===== src/rtl/byte_isa_cpu_step_unit_assert.svh =====
// assertion macros used by the rtl core
`ifndef BYTE_ISA_CPU_STEP_UNIT_ASSERT_SVH
`define BYTE_ISA_CPU_STEP_UNIT_ASSERT_SVH
// condition implies consequent in the same cycle
`define BICS_ASSERT_IMP(label, clk, rst, a, c, msg) \
  label: assert property (@(posedge clk) disable iff (rst) (a) |-> (c)) else $error(msg);
// condition implies consequent in the next cycle
`define BICS_ASSERT_NEXT(label, clk, rst, a, c, msg) \
  label: assert property (@(posedge clk) disable iff (rst) (a) |=> (c)) else $error(msg);
`endif


===== src/rtl/bics_ram.sv =====
// generic single-port ram with registered read
module bics_ram #(
  parameter int Width = 8,
  parameter int Depth = 256
) (
  input  logic                     clk,
  input  logic                     we,
  input  logic [$clog2(Depth)-1:0] addr,
  input  logic [Width-1:0]         wdata,
  output logic [Width-1:0]         rdata
);
  logic [Width-1:0] mem [Depth];
  always_ff @(posedge clk) begin
    if (we) mem[addr] <= wdata;
    rdata <= mem[addr];
  end
endmodule


===== config.mk =====
export PLATFORM = sky130hd
export DESIGN_NAME = bics_ram
export DESIGN_NICKNAME = d
export VERILOG_FILES = /design/src/rtl/byte_isa_cpu_step_unit_assert.svh /design/src/rtl/bics_ram.sv
export SDC_FILE = /design/constraint.sdc
export NUM_CORES = 2
export LEC_CHECK = 0
export ABC_AREA = 0
export BUFFER_PORTS_ARGS = -buffer_cell sky130_fd_sc_hd__buf_2
export CAP_MARGIN = 20
export CORE_ASPECT_RATIO = 1.1
export CORE_MARGIN = 4
export CORE_UTILIZATION = 32
export DETAILED_ROUTE_END_ITERATION = 10
export PLACE_DENSITY = 0.53
export REMOVE_ABC_BUFFERS = 1
export SKIP_LAST_GASP = 1
export SLEW_MARGIN = 5
export SYNTH_ARGS = -nofsm -noshare
export SYNTH_HDL_FRONTEND = slang
export SYNTH_SLANG_ARGS = --single-unit

===== constraint.sdc =====
create_clock -name clk -period 2.89 [get_ports clk]
set_input_delay 0.1445 -clock clk [delete_from_list [all_inputs] [get_ports clk]]
set_output_delay 0.1445 -clock clk [all_outputs]
set_load 0.01 [all_outputs]

## Word level (Yosys, flattened, before mapping)

Memories as Yosys holds them, arrays and structs flattened. A register that Yosys moved wholly into a read port is not among the register bits.
Index checks and enable logic that the tools add are counted.
Widths: inputs -> output; s select.

| operators by class | value |
|---|---|
| muxes and demuxes | 2 |

Operator list:

| cell | number |
|---|---|
| $mux 1 | 2 |

| storage, ports and cells | value |
|---|---|
| bits in registers | 0 |
| memory bits (writable) | 2048 |
| input port bits | 18 |
| output and inout bits | 8 |
| word-level logic and storage cells | 3 |
| memories kept | 1 |

Memories:

| memory | depth | width | rd ports | clocked after Yosys merged registers in | wr ports | RTL line | text |
|---|---|---|---|---|---|---|---|
| mem | 256 | 8 | 1 | 1 | 1 | bics_ram.sv:12 | `logic [Width-1:0] mem [Depth];` |

## Depth between registers and ports, before layout

| logic depth | value |
|---|---|
| word-level depth | 2 |
| depth in mapped cells | 10 |

## Least setup slack after synthesis

No wires, ideal clock.

| timing | value |
|---|---|
| path type | input port to flip-flop |
| start | input port addr[1] |
| end | memory mem[111][0] (enable) |
| library setup time | 0.370 ns |
| arrival time | 1.993 ns |
| required time | 2.520 ns |
| setup slack | 0.527 ns |
| stages on the path | 9 |
| cell sequence | buf_2 clkbuf_1 clkbuf_1 nand2_1 buf_2 nor2_1 nand2_1 clkbuf_1 nor2_1 |

RTL lines:

| item | RTL line | text |
|---|---|---|
| from (decl) | bics_ram.sv:8 | `input logic [$clog2(Depth)-1:0] addr,` |
| to (decl) | bics_ram.sv:12 |  |

Straight into the memory's write port.

==> results.ini <==
[flow_run]
max-cap-violations = 0

[clock_tree]
worstSkewPairLatency_ns = 0.86
clockBufferDepth = 3
cts_buffers = 200
cts.sinks = 2056
clkTransAtPathRegs_ns = 0.06
cts_tree = built
cts_max_level = 4
root_buffer = clkbuf_16
ctsHoldBuffers = 8
cts_setup_buffers = 0
cts_resized = 0

[floorplanning]
start_util_pct = 32.2
core_region_area_um2 = 244000
rows = 190
io_pins = 26
die-area_um2 = 253000
die_w_um = 480
die_h_um = 527

[layout]
nFillCells = 22100
areaGrowthSynthToFinish_pct = 19.2
fin_cells = 7571
design.final.nets = 4152
drive_above_1_share_pct = 33.0

[synth]
synth_seq_area_share_pct = 78.6
syn_area_per_cell_um2 = 22.1
synthCells = 3547
synthTopCellsByArea = edfxtp_1 78%, mux4_2 15%, a22oi_1 2.4%
yosysTopAreaCell = edfxtp_1
synth_area_um2 = 78500
yosys_register_bits = 2056
ys_warn_count = 0
synth_top_area_share_pct = 78.3
ys.flop_type = edfxtp_1
synth_cell_types = 22
yosysMostFrequentCell = edfxtp_1
synth_edf_count = 2048
synth_commonest_cells = 2048 x edfxtp_1, 512 x mux4_2, 256 x a22oi_1, 232 x nor2_1, 145 x clkbuf_1
synthArstFlopShare_pct = 0

[global_route]
grt_pass1_vias = 40100
global_route.overflow_total = 0
antenna_found_initial = 6
grt_pass1_wl_mm = 301
grt_use_total_pct = 16.3
grt_max_degree = 133

[worst_setup_path]
critPathKind = reg2reg
worst-path-max-fanout = 1
crit_chain = mux4_2, a22oi_1, a21oi_1, o41ai_1, buf_4, nand4_1
path_buf_inv = 1
slowest_delay_ns = 0.78
crit_slowest_cell = o41ai_1
cp_top_family = compound AO/OA/AOI/OAI gates
cp_data_required_time_ns = 3.60
arrival_ns = 3.39
crit_path_start_kind = flop
crit_path_end_kind = flop

[sta]
fin_setup_tns_ns = 0
period_share_pct = 92.9
timing.hold.ws_ns = 0.0883
slew_headroom_pct = 35.3
rsz0062_at_grt = no
timing.fmax_mhz = 372
hold_viol = 0
worst_slew_pin_slew_ns = 0.971
min_period_ns = 2.68
slew_viol_final = 0
setup_violations = 0
final.setup.worst_slack_ns = 0.205
finClkSkew_ns = 0.0537

[route]
drc = 0
routed.top_layer = met5
wl_per_cell_um = 27.5
drtIter0Drc = 4074
wl_met3_mm = 12.3
num_vias = 38900
drt-met1-wl_mm = 87.1
dr.pass1.iters = 5
detail-route-antenna-nets = 0
wl_met2_mm = 104
avgViaCountPerCell = 5.14
wirelength_mm = 208

[placed_design]
portBuffers = 25
place_congestion = 0.785
pre_cts_slack_ns = -0.647
dp.cells = 7188
hpwl_mm = 133

[outcome]
outcome = complete, no violations

[pwr]
power_uw = 62300
power.density_nw_per_um2 = 665
ir_drop_mv = 0.564
p_leak_uw = 0.0293

[hold_path]
holdCritPathClass = in2reg

-- metrics by stage --
step	util, %	instance area, µm²
5_1_grt	38.4	93600
4_1_cts	38.4	93600
3_3_place_gp	35.6	86900
6_report	38.4	93600
2_1_floorplan	-	77400
3_5_place_dp	35.6	87000
-- routing by layer --
layer	vias up	track usage, %
met5	-	0
met4	2	3.98
met3	262	2.87
met2	1191	27.4
met1	21200	22.1
li1	16300	-
-- path summary, 6_finish.rpt --
check / end / slack, ns / start / depth (start not counted)
max: rdata[5]$_DFF_P_ / 0.21 / mem[184][5]$_DFFE_PP_ / 6
min: mem[162][0]$_DFFE_PP_ / 0.09 / we / 3
max reg2reg: rdata[5]$_DFF_P_ / 0.21 / mem[184][5]$_DFFE_PP_ / 6
min reg2reg: rdata[2]$_DFF_P_ / 0.98 / mem[48][2]$_DFFE_PP_ / 5
-- report_power, final --
part	switching, µW	internal (µW)	total (µW)
clock	11300	14900	26200
combinational	1920	1210	3130
sequential	68.3	32900	32900
total	13300	49000	62300
-- cell type report --
cell class,instances,area [µm²],area share [%]
inverters,1,3.75,0.00401
diodes,2,5.00,0.00535
clock inverters,136,1310,1.40
repair buffers,617,5480,5.85
clock buffers,237,5240,5.60
flip-flops and latches,2056,61700,65.9
well taps,3264,4080,4.36
multi-input cells,1258,15800,16.9
-- worst reg2reg max path: cells and delay by family (launching register included) --
family          cells  cell delay (ns)
mux                 1             0.46
flops               1             0.37
compound gates      3             1.34
simple gates        1             0.10
buf+inv             1             0.28
-- sequential cells by signal (all words and copies together) (netlist names) --
register / count
rdata: 8
mem: 2048
-- cell families (layout without fill, tap and decap cells) --
logic type | Yosys count | in the layout | share of synthesized area, %
flops | 2056 | 2056 | 78.6
mux | 512 | 512 | 14.7
compound gates | 416 | 416 | 3.62
simple gates | 330 | 330 | 1.73
buf+inv | 233 | 991 | 1.40
other cells | 0 | 2 | 0
-- cells in the final DEF, fill, tap and decap left out, drive strengths merged, types with 22 or more instances in the layout --
master,instances
edfxtp,2048
buf,609
mux4,512
a22oi,256
clkbuf,237
nor2,232
a21oi,128
clkinv,100
o41ai,32
nor3,30
nand2,28
bufinv,22
Note: power is estimated with default switching activity, not from simulation.
